File: config.mk
export PLATFORM = sky130hd
export DESIGN_NAME = two_tank_pump_cycle_controller
export DESIGN_NICKNAME = d
export VERILOG_FILES = /design/src/design/tpc_pkg.sv /design/src/design/tpc_cfg_regs.sv /design/src/design/tpc_tick_core.sv /design/src/design/two_tank_pump_cycle_controller.sv
export SDC_FILE = /design/constraint.sdc
export NUM_CORES = 1
export LEC_CHECK = 0
export BUFFER_PORTS_ARGS = -buffer_cell sky130_fd_sc_hd__buf_2
export CORE_MARGIN = 5
export CORE_UTILIZATION = 40
export DETAILED_ROUTE_END_ITERATION = 10
export SLEW_MARGIN = 20
export SYNTH_ARGS = -nofsm -noshare
export SYNTH_HDL_FRONTEND = slang
export SYNTH_HIERARCHICAL = 1
export SYNTH_SLANG_ARGS = --single-unit
File: constraint.sdc
create_clock -name clk -period 5.6 [get_ports clk]
set_input_delay 1.4 -clock clk [delete_from_list [all_inputs] [get_ports clk]]
set_output_delay 1.4 -clock clk [all_outputs]
set_load 0.005 [all_outputs]
File: src/design/tpc_pkg.sv
// Shared types and constants of the two-tank pump cycle controller.
// Used by the configuration registers, the tick core and the top level.
package tpc_pkg;

    localparam int FP_W    = 16;
    localparam int CP_W    = 16;
    localparam int NEED_W  = 3;
    localparam int LIMIT_W = 22;
    localparam int SI_W    = 16;
    localparam int CFG_IDX_W  = 3;
    localparam int CFG_DATA_W = 22;

    localparam logic [FP_W-1:0]    FLOAT_PERIOD_RST = 16'd200;
    localparam logic [CP_W-1:0]    CHECK_PERIOD_RST = 16'd100;
    localparam logic [NEED_W-1:0]  LOW_NEEDED_RST   = 3'd4;
    localparam logic [LIMIT_W-1:0] TANK2_LIMIT_RST  = 22'd1200000;
    localparam logic [SI_W-1:0]    RESEND_PERIOD_RST = 16'd200;

    localparam logic [7:0] ACK_START = 8'd2;

    typedef enum logic [CFG_IDX_W-1:0] {
        REG_FLOAT_PERIOD  = 3'd0,
        REG_CHECK_PERIOD  = 3'd1,
        REG_LOW_NEEDED    = 3'd2,
        REG_TANK2_LIMIT   = 3'd3,
        REG_RESEND_PERIOD = 3'd4
    } tpc_reg_idx_t;

    typedef enum logic [2:0] {
        PH_IDLE      = 3'd0,
        PH_REMOTE    = 3'd1,
        PH_M3_FIRST  = 3'd2,
        PH_TANK2     = 3'd3,
        PH_M3_SECOND = 3'd4
    } tpc_phase_t;

    typedef struct packed {
        logic       float_level;
        logic       ut_level;
        logic       ack_valid;
        logic [7:0] ack_value;
    } tpc_in_t;

    typedef struct packed {
        logic       pump_m3_on;
        logic       tank2_valve_on;
        logic       send_strobe;
        logic       send_value;
        logic [2:0] cycle_phase;
        logic       emergency;
    } tpc_out_t;

    typedef struct packed {
        logic [FP_W-1:0]    float_period;
        logic [CP_W-1:0]    ut_check_period;
        logic [NEED_W-1:0]  ut_low_needed;
        logic [LIMIT_W-1:0] tank2_limit;
        logic [SI_W-1:0]    resend_period;
    } tpc_cfg_t;

endpackage

File: src/design/tpc_cfg_regs.sv
// Configuration register file of the pump cycle controller.
// Depends on tpc_pkg for the register indexes, widths and reset values.
module tpc_cfg_regs
    import tpc_pkg::*;
(
    input  logic                  clk,
    input  logic                  rst_n,
    input  logic                  cfg_valid,
    output logic                  cfg_ready,
    input  logic [CFG_IDX_W-1:0]  cfg_index,
    input  logic [CFG_DATA_W-1:0] cfg_data,
    output tpc_cfg_t              cfg
);

    tpc_cfg_t cfg_reg;
    tpc_cfg_t cfg_next;
    logic     wr_en;

    assign cfg_ready = 1'b1;
    assign wr_en     = cfg_valid && cfg_ready;
    assign cfg       = cfg_reg;

    always_comb
    begin
        cfg_next = cfg_reg;
        if (wr_en)
        begin
            unique case (cfg_index)
                REG_FLOAT_PERIOD:  cfg_next.float_period    = cfg_data[FP_W-1:0];
                REG_CHECK_PERIOD:  cfg_next.ut_check_period = cfg_data[CP_W-1:0];
                REG_LOW_NEEDED:    cfg_next.ut_low_needed   = cfg_data[NEED_W-1:0];
                REG_TANK2_LIMIT:   cfg_next.tank2_limit     = cfg_data[LIMIT_W-1:0];
                REG_RESEND_PERIOD: cfg_next.resend_period   = cfg_data[SI_W-1:0];
                default:           cfg_next = cfg_reg;
            endcase
        end
    end

    always_ff @(posedge clk or negedge rst_n)
    begin
        if (!rst_n)
        begin
            cfg_reg.float_period    <= FLOAT_PERIOD_RST;
            cfg_reg.ut_check_period <= CHECK_PERIOD_RST;
            cfg_reg.ut_low_needed   <= LOW_NEEDED_RST;
            cfg_reg.tank2_limit     <= TANK2_LIMIT_RST;
            cfg_reg.resend_period   <= RESEND_PERIOD_RST;
        end
        else
        begin
            cfg_reg <= cfg_next;
        end
    end

endmodule

File: src/design/tpc_tick_core.sv
// Per-tick state and update logic of the pump cycle controller.
// Depends on tpc_pkg; one word is processed whenever step_en is high.
module tpc_tick_core
    import tpc_pkg::*;
#(
    parameter int UT_SAMPLES = 5
)
(
    input  logic     clk,
    input  logic     rst_n,
    input  logic     step_en,
    input  tpc_in_t  item,
    input  tpc_cfg_t cfg,
    output tpc_out_t result
);

    localparam int CNT_W = $clog2(UT_SAMPLES + 1);
    localparam int CMP_W = (CNT_W > NEED_W) ? CNT_W : NEED_W;

    tpc_phase_t             phase_reg, phase_next;
    logic                   level_full_reg, level_full_next;
    logic                   prior_level_reg, prior_level_next;
    logic [FP_W-1:0]        float_timer_reg, float_timer_next;
    logic [CP_W-1:0]        check_timer_reg, check_timer_next;
    logic [UT_SAMPLES-1:0]  ut_window_reg, ut_window_next;
    logic                   ut_sample_phase_reg;
    logic                   m3_drive_reg, m3_drive_next;
    logic                   tank2_drive_reg, tank2_drive_next;
    logic [LIMIT_W-1:0]     tank2_elapsed_reg, tank2_elapsed_next;
    logic                   request_bit_reg, request_bit_next;
    logic                   request_pending_reg, request_pending_next;
    logic                   ack_seen_reg, ack_seen_next;
    logic [SI_W-1:0]        send_timer_reg, send_timer_next;

    logic                   ack_hit;
    logic                   check_due;
    logic [CNT_W-1:0]       low_count;
    logic                   emerg;
    logic                   level_edge;
    logic                   ev_start_req, ev_valve_on, ev_m3_off, ev_stop_req, ev_valve_off;
    logic                   tank2_mid, valve_test, valve_timeout;
    logic                   pending_mid, ack_seen_mid;
    logic [SI_W-1:0]        send_timer_inc;
    logic                   strobe;

    assign ack_hit = item.ack_valid && (item.ack_value == ACK_START);

    // Float switch sample and period timer.
    assign level_full_next  = (float_timer_reg >= cfg.float_period) ? item.float_level
                                                                     : level_full_reg;
    assign float_timer_next = (float_timer_reg >= cfg.float_period) ? '0
                                                                     : float_timer_reg + 1'b1;

    // The under-tank window shifts on every second tick; a set bit marks low water.
    assign ut_window_next = ut_sample_phase_reg ? ut_window_reg
                          : {ut_window_reg[UT_SAMPLES-2:0], ~item.ut_level};

    always_comb
    begin
        low_count = '0;
        for (int i = 0; i < UT_SAMPLES; i++)
        begin
            low_count = low_count + CNT_W'(ut_window_next[i]);
        end
    end

    assign check_due        = check_timer_reg >= cfg.ut_check_period;
    assign check_timer_next = check_due ? '0 : check_timer_reg + 1'b1;
    assign emerg = check_due && (CMP_W'(low_count) >= CMP_W'(cfg.ut_low_needed));

    // Level edges move the cycle only on ticks without an emergency.
    assign level_edge   = !emerg && (level_full_next != prior_level_reg);
    assign ev_start_req = level_edge && !level_full_next && (phase_reg == PH_IDLE);
    assign ev_valve_on  = level_edge && !level_full_next && (phase_reg == PH_M3_FIRST);
    assign ev_m3_off    = level_edge && !level_full_next && (phase_reg == PH_M3_SECOND);
    assign ev_stop_req  = level_edge &&  level_full_next && (phase_reg == PH_REMOTE);
    assign ev_valve_off = level_edge &&  level_full_next && (phase_reg == PH_TANK2);

    // The runtime limit is not tested on the tick that opens the valve.
    assign tank2_mid     = ev_valve_on ? 1'b1 : (ev_valve_off ? 1'b0 : tank2_drive_reg);
    assign valve_test    = !emerg && tank2_mid && !ev_valve_on;
    assign valve_timeout = valve_test && (tank2_elapsed_reg >= cfg.tank2_limit);

    assign prior_level_next = level_edge ? level_full_next : prior_level_reg;

    // Cycle state.
    always_comb
    begin
        phase_next = phase_reg;
        if (emerg)
        begin
            phase_next = PH_IDLE;
        end
        else if (valve_timeout)
        begin
            phase_next = PH_M3_SECOND;
        end
        else if (level_edge)
        begin
            unique case (phase_reg)
                PH_IDLE:      if (!level_full_next) phase_next = PH_REMOTE;
                PH_REMOTE:    if (level_full_next)  phase_next = PH_M3_FIRST;
                PH_M3_FIRST:  if (!level_full_next) phase_next = PH_TANK2;
                PH_TANK2:     if (level_full_next)  phase_next = PH_M3_SECOND;
                PH_M3_SECOND: if (!level_full_next) phase_next = PH_IDLE;
                default:      phase_next = phase_reg;
            endcase
        end
    end

    // Drives, request handshake and transmit timer.
    always_comb
    begin
        if (emerg)
        begin
            m3_drive_next      = 1'b0;
            tank2_drive_next   = 1'b0;
            tank2_elapsed_next = '0;
        end
        else
        begin
            m3_drive_next = m3_drive_reg;
            if (ev_valve_on || ev_m3_off)
                m3_drive_next = 1'b0;
            if (ev_stop_req || ev_valve_off || valve_timeout)
                m3_drive_next = 1'b1;
            tank2_drive_next   = valve_timeout ? 1'b0 : tank2_mid;
            tank2_elapsed_next = ev_valve_on ? '0 : tank2_elapsed_reg;
            if (valve_test && !valve_timeout)
                tank2_elapsed_next = tank2_elapsed_reg + 1'b1;
        end

        pending_mid  = ack_hit ? 1'b0 : request_pending_reg;
        ack_seen_mid = ack_hit ? 1'b1 : ack_seen_reg;
        if (emerg || ev_start_req || ev_m3_off || ev_stop_req)
        begin
            request_bit_next     = !ev_stop_req;
            request_pending_next = 1'b1;
            ack_seen_next        = 1'b0;
        end
        else
        begin
            request_bit_next     = request_bit_reg;
            request_pending_next = pending_mid;
            ack_seen_next        = ack_seen_mid;
        end

        send_timer_inc  = (send_timer_reg == '1) ? send_timer_reg : send_timer_reg + 1'b1;
        strobe          = request_pending_next && !ack_seen_next
                          && (send_timer_inc >= cfg.resend_period);
        send_timer_next = strobe ? '0 : send_timer_inc;
    end

    always_comb
    begin
        result.pump_m3_on     = m3_drive_next;
        result.tank2_valve_on = tank2_drive_next;
        result.send_strobe    = strobe;
        result.send_value     = request_bit_next;
        result.cycle_phase    = phase_next;
        result.emergency      = emerg;
    end

    always_ff @(posedge clk or negedge rst_n)
    begin
        if (!rst_n)
        begin
            phase_reg           <= PH_IDLE;
            level_full_reg      <= 1'b0;
            prior_level_reg     <= 1'b1;
            float_timer_reg     <= '0;
            check_timer_reg     <= '0;
            ut_window_reg       <= '0;
            ut_sample_phase_reg <= 1'b0;
            m3_drive_reg        <= 1'b0;
            tank2_drive_reg     <= 1'b0;
            tank2_elapsed_reg   <= '0;
            request_bit_reg     <= 1'b0;
            request_pending_reg <= 1'b0;
            ack_seen_reg        <= 1'b0;
            send_timer_reg      <= '0;
        end
        else if (step_en)
        begin
            phase_reg           <= phase_next;
            level_full_reg      <= level_full_next;
            prior_level_reg     <= prior_level_next;
            float_timer_reg     <= float_timer_next;
            check_timer_reg     <= check_timer_next;
            ut_window_reg       <= ut_window_next;
            ut_sample_phase_reg <= ~ut_sample_phase_reg;
            m3_drive_reg        <= m3_drive_next;
            tank2_drive_reg     <= tank2_drive_next;
            tank2_elapsed_reg   <= tank2_elapsed_next;
            request_bit_reg     <= request_bit_next;
            request_pending_reg <= request_pending_next;
            ack_seen_reg        <= ack_seen_next;
            send_timer_reg      <= send_timer_next;
        end
    end

endmodule

File: src/design/two_tank_pump_cycle_controller.sv
// Channel   Handshake             Word
// in        in_valid / in_stall   in_word   (tpc_in_t, one tick)
// out       out_valid / out_stall out_word  (tpc_out_t, one result per tick)
// cfg       cfg_valid / cfg_ready cfg_index, cfg_data
//
// Each tick word is held in an input register, processed combinationally by the tick core
// and written to the output register, so one word is taken every cycle while the output
// is not stalled. An accepted word moves from the input register to the output register,
// where its result shows on out_valid and can be taken. The block stalls its input only
// while a word waits in the input register and the output register is full and stalled.
// Reset clears all state but the word registers at once; no clearing pass.
// Top level of the pump cycle controller; depends on tpc_pkg, tpc_cfg_regs, tpc_tick_core.
module two_tank_pump_cycle_controller
    import tpc_pkg::*;
#(
    parameter int UT_SAMPLES = 5
)
(
    input  logic                  clk,
    input  logic                  rst_n,
    input  logic                  in_valid,
    output logic                  in_stall,
    input  tpc_in_t               in_word,
    output logic                  out_valid,
    input  logic                  out_stall,
    output tpc_out_t              out_word,
    input  logic                  cfg_valid,
    output logic                  cfg_ready,
    input  logic [CFG_IDX_W-1:0]  cfg_index,
    input  logic [CFG_DATA_W-1:0] cfg_data
);

    tpc_cfg_t cfg;
    tpc_out_t result;

    logic     in_valid_reg, in_valid_next;
    tpc_in_t  in_word_reg;
    logic     out_valid_reg, out_valid_next;
    tpc_out_t out_word_reg;
    logic     advance;
    logic     in_take;

    tpc_cfg_regs u_cfg (
        .clk       (clk),
        .rst_n     (rst_n),
        .cfg_valid (cfg_valid),
        .cfg_ready (cfg_ready),
        .cfg_index (cfg_index),
        .cfg_data  (cfg_data),
        .cfg       (cfg)
    );

    tpc_tick_core #(
        .UT_SAMPLES (UT_SAMPLES)
    ) u_core (
        .clk     (clk),
        .rst_n   (rst_n),
        .step_en (advance),
        .item    (in_word_reg),
        .cfg     (cfg),
        .result  (result)
    );

    assign advance  = in_valid_reg && (!out_valid_reg || !out_stall);
    assign in_stall = in_valid_reg && !advance;
    assign in_take  = in_valid && !in_stall;

    always_comb
    begin
        in_valid_next = in_valid_reg;
        if (in_take)
            in_valid_next = 1'b1;
        else if (advance)
            in_valid_next = 1'b0;

        out_valid_next = out_valid_reg;
        if (advance)
            out_valid_next = 1'b1;
        else if (!out_stall)
            out_valid_next = 1'b0;
    end

    always_ff @(posedge clk or negedge rst_n)
    begin
        if (!rst_n)
        begin
            in_valid_reg  <= 1'b0;
            out_valid_reg <= 1'b0;
        end
        else
        begin
            in_valid_reg  <= in_valid_next;
            out_valid_reg <= out_valid_next;
        end
    end

    always_ff @(posedge clk)
    begin
        if (in_take)
            in_word_reg <= in_word;
        if (advance)
            out_word_reg <= result;
    end

    assign out_valid = out_valid_reg;
    assign out_word  = out_word_reg;

endmodule

==> flow_metrics.tcl <==
set metrics [dict create \
    numCtsBuffers 17 \
    cap_violations 0 \
    port_buffers 50 \
    report.power.total_mw 4.02 \
    status "finished, final reports clean" \
    fin_cells 1364 \
    synthMuxAreaShare_pct 9.52 \
    cellLeakagePower_nw 5.18 \
    drv_slew 0 \
    finalCritPeriodShare_pct 77.0 \
    hold_buffers 0 \
    synth-main-ff-cell "dfrtp_1" \
    antenna_found_initial 0 \
    initial_core_util_pct 40.7 \
    fin_crit_ns 4.31 \
    hold_violations 0 \
    critPathArrivalTime_ns 4.69 \
    async_flop_share_pct 89.4 \
    nets 1142 \
    cts.sinks 180 \
    ys_types 72 \
    hold_path.class "flop to flop" \
    rsz0062_at_grt "false" \
    synth_compound_area_share_pct 12.2 \
    cp-end-kind "flop" \
    place_congestion 0.814 \
    fp.dieH_um 170 \
    io_pins 52 \
    crit_type "flop to flop" \
    viasPerCell 5.44 \
    finalWirelength_um 23100 \
    worst_skew_pair.late_latency_ns 0.43 \
    cp-start-kind "flop" \
    hold_start "u_core/request_pending_reg$_DFFE_PN0P_" \
    ys_warn_count 6 \
    die_w_um 170 \
    dp_slack_ns 1.28 \
    critical_path_buf_inv_count 2 \
    syn-instance-count 976 \
    vias 7426 \
    clock-skew-final_ns 0.0115 \
    synth_top_family_by_area "simple AND/OR/NAND/NOR gates" \
    htreeDepth 4 \
    hpwl_um 16500 \
    fin_setup_tns_ns 0 \
    grt_max_degree 83 \
    drc 0 \
    largest_reg_flops 73 \
    grt_usage_pct 16.4 \
    peakVddDrop_mv 0.177 \
    avgSynthCellArea_um2 10.5 \
    cts_tree "done" \
    clockRootBuffer "clkbuf_16" \
    die_area_mm2 0.0289 \
    core-area_mm2 0.0252 \
    ctsResizeCount 0 \
    drive_above_1_share_pct 20.4 \
    grt_pass1_vias 7251 \
    synth-simple-area-share_pct 15.0 \
    synthAdderAreaFrac_pct 9.91 \
    layout_commonest_cell "dfrtp_1" \
    cp_slowest_stage_delay_ns 0.73 \
    drt_first_iter_violations 590 \
    cp.required_ns 5.97 \
    ant_nets 0 \
    antenna_cells 0 \
    seq_area_frac_synth_pct 45.1 \
    whs_ns 0.497 \
    mostFrequentLayoutCells "142 x dfrtp_1, 84 x mux2_2, 83 x inv_1" \
    dr.pass1.iters 5 \
    cts_max_path_buffers 2 \
    setup_violations 0 \
    syn2layout_area_growth_pct 11.0 \
    post_drt_wl_per_cell_um 17.0 \
    rows 58 \
    dp.cells 1332 \
    critical_path.top_delay_family "compound AO/OA/AOI/OAI gates" \
    r2r-start "u_core/ut_sample_phase_reg$_DFFE_PN0P_" \
    clock.fmax_mhz 232 \
    startpoint "u_core/ut_sample_phase_reg$_DFFE_PN0P_" \
    synth-edff-count 19 \
    relSlewSlack_pct 30.8 \
    slowest_stage "o41a_1" \
    tightest_slew_ns 1.03 \
    path_cells "mux2_2, fa_1, fa_1, inv_1, ha_1, nand2b_1, a21o_1, a21o_1, nand2_1, inv_2, o41a_1, o21ai_0, a22o_1" \
    setup_ws_ns 1.29 \
    critPathMaxFanout 19 \
    post_cts_buffers 0 \
    path_clk_slew_ns 0.07 \
    grt_pass1_wl_um 38200 \
    synth_seq_cells 180 \
    synthesis.area_mm2 0.0102 \
    syn_nets 1097 \
    p_per_area_mw_per_mm2 354 \
    synth_xor_xnor_area_share_pct 2.91 \
    overflow 0 \
]
report_power, final:
part           internal (mW)  switching [mW]
clock                  0.704           0.514
combinational          0.494           0.520
sequential              1.58           0.212
total                   2.78            1.25
area by class of cell:
type | count | area (um^2)
Fill cell | 2377 | 13800
Clock buffer | 20 | 437
Multi-Input combinational cell | 677 | 5100
Timing Repair Buffer | 60 | 332
Tap cell | 330 | 413
Inverter | 85 | 319
Clock inverter | 12 | 156
Sequential cell | 180 | 4620
path summary, 6_finish.rpt:
kind	to	slack, ns	cells after the start
max	u_core/send_timer_reg[6]$_DFFE_PN0P_	1.29	13
min	u_core/request_pending_reg$_DFFE_PN0P_	0.50	1
max reg2reg	u_core/send_timer_reg[6]$_DFFE_PN0P_	1.29	13
min reg2reg	u_core/request_pending_reg$_DFFE_PN0P_	0.50	1
max in group asynchronous	u_core/prior_level_reg$_DFFE_PN1P_	3.53	2
min in group asynchronous	u_core/float_timer_reg[15]$_DFFE_PN0P_	1.02	1
through the flow:
step | instance area (um^2) | util, %
global placement | 10800 | 42.8
detailed placement | 10800 | 42.8
floorplan | 10200 | -
CTS | 11400 | 45.2
global route | 11400 | 45.2
finish | 11400 | 45.2
cells by family (layout without fill, tap and decap cells):
logic type,after synthesis,count (layout)
and+or+nand+nor,300,300
DFF,180,180
AOI/OAI and AO/OA,175,175
buffers and inverters,119,177
muxes,87,87
adders and majority gates,80,80
xor gates and xnor gates,34,34
other,1,1
cells in the mapped netlist (all sizes together) (4+ instances only):
library cell / instances / area share [%]
mux2: 84 / 9.2
a211o: 6 / 0.51
nor3: 14 / 0.68
a211oi: 9 / 0.66
nand4: 22 / 1.3
edfxtp: 19 / 5.6
dfstp: 19 / 4.9
or3: 7 / 0.43
and2: 6 / 0.37
a22o: 5 / 0.43
and4: 4 / 0.34
nand2: 79 / 2.9
o211a: 4 / 0.39
o21a: 6 / 0.44
a21oi: 36 / 1.8
xor2: 19 / 1.6
dfrtp: 142 / 35
clkbuf: 13 / 0.48
buf: 21 / 1.7
nor2: 57 / 2.1
or4: 6 / 0.44
nor4: 9 / 0.55
ha: 78 / 9.5
o2bb2ai: 15 / 1.3
o211ai: 11 / 1.0
nand2b: 11 / 0.67
nand3: 50 / 2.5
a221o: 4 / 0.39
inv: 84 / 3.1
nor2b: 8 / 0.49
xnor2: 15 / 1.3
and3: 13 / 0.79
o21ai: 33 / 1.6
a21o: 19 / 1.4
metal layers:
metal  vias up  wire [um]  GRT usage, %
met5         -          0             0
li1       3597          -             -
met4         0        179          3.82
met3        19        918          3.44
met2       136      10400          25.4
met1      3674      11700          23.7
(Power assumes the default switching activity.)
